`config.mk`:
```
export PLATFORM = sky130hd
export DESIGN_NAME = psf_isqrt
export DESIGN_NICKNAME = d
export VERILOG_FILES = /design/src/design/psf_pkg.sv /design/src/design/psf_isqrt.sv
export SDC_FILE = /design/constraint.sdc
export NUM_CORES = 1
export LEC_CHECK = 0
export BUFFER_PORTS_ARGS = -buffer_cell sky130_fd_sc_hd__buf_2
export CAP_MARGIN = 10
export CORE_ASPECT_RATIO = 0.75
export CORE_MARGIN = 1
export CORE_UTILIZATION = 52
export CTS_CLUSTER_SIZE = 10
export DETAILED_ROUTE_END_ITERATION = 6
export PLACE_DENSITY = 0.76
export SYNTH_ARGS = -nofsm -noshare
export SYNTH_HDL_FRONTEND = slang
export SYNTH_SLANG_ARGS = --single-unit
```
`constraint.sdc`:
```
create_clock -name clk -period 2.1 [get_ports clk]
set_input_delay 0.42 -clock clk [delete_from_list [all_inputs] [get_ports clk]]
set_output_delay 0.42 -clock clk [all_outputs]
set_load 0.01 [all_outputs]
```
`src/design/psf_pkg.sv`:
```
package psf_pkg;

	localparam int MAX_WIDTH  = 256;
	localparam int MAX_HEIGHT = 256;
	localparam int STORE_PIXELS = MAX_WIDTH * MAX_HEIGHT;
	localparam int ADDR_W = $clog2(STORE_PIXELS);
	localparam int TOTAL_W = ADDR_W + 1;
	localparam int DIM_W = 9;

	localparam int RAD_W  = 42;
	localparam int ROOT_W = RAD_W / 2;
	localparam int REM_W  = ROOT_W + 3;
	localparam int STEP_W = $clog2(ROOT_W + 1);

	localparam logic [1:0] OP_FADE  = 2'd0;
	localparam logic [1:0] OP_STAMP = 2'd1;
	localparam logic [1:0] OP_READ  = 2'd2;

	localparam logic REG_WIDTH  = 1'b0;
	localparam logic REG_HEIGHT = 1'b1;

	localparam logic [7:0] FADE_RG = 8'd215;
	localparam logic [7:0] FADE_B  = 8'd225;
	localparam logic [7:0] W_CENTER = 8'd255;
	localparam logic [7:0] W_EDGE   = 8'd90;
	localparam logic [10:0] RED_GAIN = 11'd1225;
	localparam logic [6:0] GREEN_GAIN = 7'd100;
	localparam logic [7:0] GREEN_BASE = 8'd140;
	localparam logic [9:0] BLUE_GAIN = 10'd765;
	localparam logic [27:0] BLUE_BASE = 28'd167116800;
	localparam logic [12:0] RECIP_TEN = 13'd6554;
	localparam logic [3:0] KERNEL_LAST = 4'd9;
	localparam logic [3:0] KERNEL_CENTER = 4'd4;

	typedef enum logic [3:0] {
		ST_CLEAR,
		ST_IDLE,
		ST_CHECK,
		ST_SQUARE,
		ST_ROOT_GO,
		ST_ROOT,
		ST_WALK,
		ST_RD,
		ST_RDW,
		ST_DONE
	} state_t;

	function automatic logic [7:0] scale(input logic [7:0] c, input logic [7:0] k);
		logic [15:0] p;
		p = c * k;
		return p[15:8];
	endfunction

	function automatic logic [7:0] sat_add(input logic [7:0] a, input logic [7:0] b);
		logic [8:0] s;
		s = {1'b0, a} + {1'b0, b};
		return s[8] ? 8'hFF : s[7:0];
	endfunction

endpackage

```
`src/design/psf_isqrt.sv`:
```
module psf_isqrt (
	input  logic                        clk,
	input  logic                        arst_n,
	input  logic                        start,
	input  logic [psf_pkg::RAD_W-1:0]   radicand,
	output logic                        done,
	output logic                        busy,
	output logic [psf_pkg::ROOT_W-1:0]  root
);

	logic [psf_pkg::RAD_W-1:0]  rad_q;
	logic [psf_pkg::REM_W-1:0]  rem_q;
	logic [psf_pkg::ROOT_W-1:0] root_q;
	logic [psf_pkg::STEP_W-1:0] step_q;
	logic                       run_q;
	logic                       done_q;
	logic [psf_pkg::REM_W-1:0]  rem_n;
	logic [psf_pkg::REM_W-1:0]  trial;
	logic                       take;

	assign rem_n = {rem_q[psf_pkg::REM_W-3:0], rad_q[psf_pkg::RAD_W-1 -: 2]};
	assign trial = {1'b0, root_q, 2'b01};
	assign take  = rem_n >= trial;

	always_ff @(posedge clk or negedge arst_n) begin
		if (!arst_n) begin
			run_q  <= 1'b0;
			done_q <= 1'b0;
			step_q <= '0;
		end else begin
			done_q <= 1'b0;
			if (start) begin
				run_q  <= 1'b1;
				step_q <= '0;
			end else if (run_q) begin
				step_q <= step_q + 1'b1;
				if (step_q == psf_pkg::STEP_W'(psf_pkg::ROOT_W - 1)) begin
					run_q  <= 1'b0;
					done_q <= 1'b1;
				end
			end
		end
	end

	always_ff @(posedge clk) begin
		if (start) begin
			rad_q  <= radicand;
			rem_q  <= '0;
			root_q <= '0;
		end else if (run_q) begin
			rad_q <= {rad_q[psf_pkg::RAD_W-3:0], 2'b00};
			if (take) begin
				rem_q  <= rem_n - trial;
				root_q <= {root_q[psf_pkg::ROOT_W-2:0], 1'b1};
			end else begin
				rem_q  <= rem_n;
				root_q <= {root_q[psf_pkg::ROOT_W-2:0], 1'b0};
			end
		end
	end

	assign done = done_q;
	assign busy = run_q;
	assign root = root_q;

endmodule

```
After elaboration in Yosys (flattened, before gate mapping)
Cells that the tools add are included.
Cells by class
  add/sub/neg operators: 2
  $lt $le $gt $ge: 1
  equality and inequality tests: 1
  multiplexer cells: 12
  reductions and logical operators: 1
Operator list (count)
  $mux W42: 2
  $ge A24 B23 Y1: 1
  $mux W22: 1
  $sub A22 B22 Y22: 1
  $mux W5: 2
  $mux W1: 7
  $add A5 B1 Y5 const B: 1
  $eq A5 B5 Y1 const B: 1
  $reduce_bool A2 Y1: 1
Word-level totals
  register bits: 92
  input port bits: 45
  output and inout bits: 23

Depth between registers and ports, before layout
  depth in word-level cells: 4
  mapped depth: 11

Worst setup path after synthesis
Ideal clock, no wire load.
  path kind: reg-to-reg
  from: register root_q, in the netlist root[3]
  to: register rem_q[17] (netlist name)
  data arrival time: 2219 ps
  data required time: 1978 ps
  slack: -241 ps
  stages on the path, launching flop included: 12
  buffers on the path: 1
  clock period less this slack: 2341 ps
  path through: dfxtp_1 > inv_1 > ha_1 > a21oi_1 > nand2_1 > a311oi_1 > o21ai_1 > a31oi_4 > nand2b_4 > buf_6 > nor3_1 > a221o_1
On the way
  word-level cells in the longest chain between the ends: 2
RTL lines
  start: declaration: RTL line psf_isqrt.sv:13  | logic [psf_pkg::ROOT_W-1:0] root_q;
  start signal: assignment: RTL line psf_isqrt.sv:54  | root_q <= {root_q[psf_pkg::ROOT_W-2:0], 1'b1};
  start signal: assignment: RTL line psf_isqrt.sv:57  | root_q <= {root_q[psf_pkg::ROOT_W-2:0], 1'b0};
  $sub A22 B22 Y22 or $ge A24 B23 Y1 (tied branches): RTL line psf_isqrt.sv:53, psf_isqrt.sv:23
  $mux W22 *: RTL line psf_isqrt.sv:52  | if (take) begin
  end signal: assignment: RTL line psf_isqrt.sv:53  | rem_q <= rem_n - trial;
  end signal: assignment: RTL line psf_isqrt.sv:56  | rem_q <= rem_n;
  end: declaration: RTL line psf_isqrt.sv:12  | logic [psf_pkg::REM_W-1:0] rem_q;
Every way passes the cells marked *; elsewhere a longest branch is shown, timed or not.
A chain may end at the register's enable or synchronous reset.

Worst setup path after layout
  from: register root_q, in the netlist root[13]
  to: register rem_q[21] (netlist name)
Same word-level chain as after synthesis.

==> run_results.csv <==
group,metric,value,unit
drt,drc,0,
layout,antennaDiodeCount,0,
yosys,yosysSeqAreaShare,47.32,%
drt,num_vias,4151,
timing,relSlewSlack,64.15,%
placed_design,gp_congestion,0.8914,
global_routing,grt_pass1_wl,19.66,mm
global_routing,grt_use_total,26.28,%
layout,design_area,6949,µm²
clock_network,cts_buffers,9,
floorplan,rows,30,
drt,via_per_inst,5.483,
timing,clock.fmax,0.4308,GHz
floorplan,die_x,113.6,µm
placed_design,placed_area,6196,µm²
yosys,syn_inst,461,
floorplan,start_util,53.67,%
min_path,hp-start,"radicand[0]",
floorplan,boundaryPins,68,
clock_network,cts-root-buf,"clkbuf_16",
placed_design,pre_cts_ws,-0.2068,ns
global_routing,grt_pass1_vias,4055,
layout,fillers,557,
clock_network,htree_levels,3,
floorplan,dieArea,9730,µm²
timing,fin_crit_sh,110.5,%
global_routing,antenna_found_initial,0,
status,outcome,"complete, but fails checks",
yosys,synth_edf_count,42,
layout,fin_cells,757,
yosys,synthesis.area,4855,µm²
drt,dr.pass1.iters,4,
timing,hold_viol_final,0,
layout,layout-drive-gt1-share,53.74,%
layout,syn_to_final_growth,43.14,%
global_routing,grt_max_degree,43,
worst_setup_path,arrival,2.56,ns
placed_design,hpwl,8.654,mm
power_and_ir_drop,ir_drop,0.7161,mV
yosys,ys_ff_latch,92,
yosys,syn_area_per_cell,10.53,µm²
layout,final_common_cell,"buf_4",
worst_setup_path,critPathKind,"flop to flop",
drt,drt-total-wl,13.24,mm
flow_run,cap_violations,0,
min_path,min_path_type,"input port to flop",
clock_network,clk_pin_slew_worst_paths,0.07,ns
clock_network,clkLatencyLatePin,0.35,ns
worst_setup_path,reg2reg_from,"root[13]$_SDFFE_PP0P_",
layout,mostFrequentLayoutCells,"buf_4, buf_2, nor2_1, edfxtp_1, mux2_2",
placed_design,dp.cells,733,
worst_setup_path,setup.worst_path.end_class,"flop",
yosys,yosys_warnings,0,
clock_network,clockBufferDepth,2,
clock_network,cts_tree,"yes",
worst_setup_path,critPathMaxFanout,4,
drt,drt-initial-drc-count,203,
timing,setup_tns,-3.091,ns
yosys,ys_async_sr_fraction,7.609,%
worst_setup_path,crit_start,"root[13]$_SDFFE_PP0P_",
timing,rsz0062_at_grt,"true",
power_and_ir_drop,leakagePower,0.003117,µW
drt,drtAntennaViolNets,0,
power_and_ir_drop,cellPowerDensity,1458,nW/µm²
layout,utilization,76.82,%
timing,post-route-min-period,2.321,ns
worst_setup_path,cp-start-kind,"flop",
timing,drv_slew,0,
yosys,syn_nets,531,
timing,tightest_slew,0.5377,ns
layout,fin_nets,694,
timing,setup_slack,-0.2214,ns
clock_network,cts_sinks,92,
drt,wire_per_inst,17.49,µm
status,violations,"negative setup slack",
floorplan,die_h,85.68,µm
worst_setup_path,crit_required,2.34,ns
placed_design,portBuffers,67,
yosys,synth_top_flop_cell,"dfxtp_1",
timing,clock_skew,0.006053,ns
timing,setup_violations,23,
global_routing,overflow,0,
yosys,ys_types,53,
floorplan,coreArea,9046,µm²
[metal layers]
metal	vias to the layer above	wire length (µm)	track usage [%]	share of wire [%]
li1	1982	-	-	-
met1	2040	6054	35.66	46
met2	106	6455	42.29	49
met3	23	515	5.230	3.9
met4	0	212	8.852	1.6
met5	-	0	0	0
[stage by stage]
step	total power (µW)	hold slack (ns)
2_1_floorplan	5125	0.1244
3_3_place_gp	6663	0.2562
3_5_place_dp	6797	0.2628
4_1_cts	8827	0.3514
5_1_grt	10640	0.3496
6_report	10130	0.3612
[flip-flops by register name, summed over array words and instances (netlist names)]
name,count
rem_q,22
step_q,5
done,1
root,21
busy,1
rad_q,42
[worst paths after layout]
kind                                          end  slack [ns]  cells past startpoint
min                        rad_q[0]$_SDFFCE_PN0P_        0.36                      2
max in group asynchronous          busy$_DFF_PN0_        1.50                      2
max                        rem_q[21]$_SDFFE_PP0P_       -0.22                      9
min reg2reg                 root[20]$_SDFFE_PP0P_        0.53                      2
max reg2reg                rem_q[21]$_SDFFE_PP0P_       -0.22                      9
min in group asynchronous   step_q[1]$_DFFE_PN0P_        0.42                      2
[what timing repair did]
item | 4_1_cts | 5_1_grt
pin swaps | 9 | 38
resized for setup | 24 | 78
hold buffers | 1 | 0
endpoints found under the hold margin | 7 | 0
setup buffers | 1 | 7
setup endpoints to repair | 23 | 23
[worst max-delay path, cell delays in order (launching register included)]
cell and delay, ns:
dfxtp_2 0.33, inv_1 0.04, ha_1 0.35, nand2_2 0.13, nor2_1 0.26, nand4_1 0.24
o21ai_4 0.26, mux2i_1 0.26, nor4_2 0.07, a221o_1 0.25
[synth_stat cells (6+ instances only)]
master    instances  share of area (%)
inv_1            30                2.3
a21oi_1          28                2.9
mux2i_1          24                4.9
a211oi_1         10                1.5
a21o_1            9                1.4
xor2_1           15                2.7
dfrtp_1           7                3.6
ha_1             25                6.4
a22oi_1           6               0.93
o21ai_0          19                2.0
nor2_1           50                3.9
nand2_1          26                2.0
edfxtp_1         42                 26
mux2_2           40                9.3
xnor2_1           6                1.1
dfxtp_1          43                 18
clkbuf_1         14                1.1
[kinds of logic after synthesis]
kind of cell,after synthesis,synth area share (%)
buffers and inverters,50,4.150
AO/OA/AOI/OAI,102,13.79
flip-flops,92,47.32
XOR/XNOR,21,3.789
AND/OR/NAND/NOR,107,10.28
multiplexers,64,14.23
adder cells (fa/ha/maj),25,6.443
[where the power goes]
group          switching [µW]  internal [µW]  total (µW)
registers                 172           2160        2330
clock network             752            944        1700
logic                    3090           3020        6100
total                    4010           6120       10100
[final cells by class]
cell class / instances / area (µm²) / share of cell area [%]
clock buffers: 9 / 225.2 / 3.241
clock inverters: 7 / 82.58 / 1.188
inverters: 30 / 116.4 / 1.674
multi-input cells: 319 / 2874 / 41.36
flip-flops and latches: 92 / 2326 / 33.47
well taps: 128 / 160.2 / 2.305
repair buffers: 172 / 1165 / 16.76
Power figures use the tool's default switching activity.
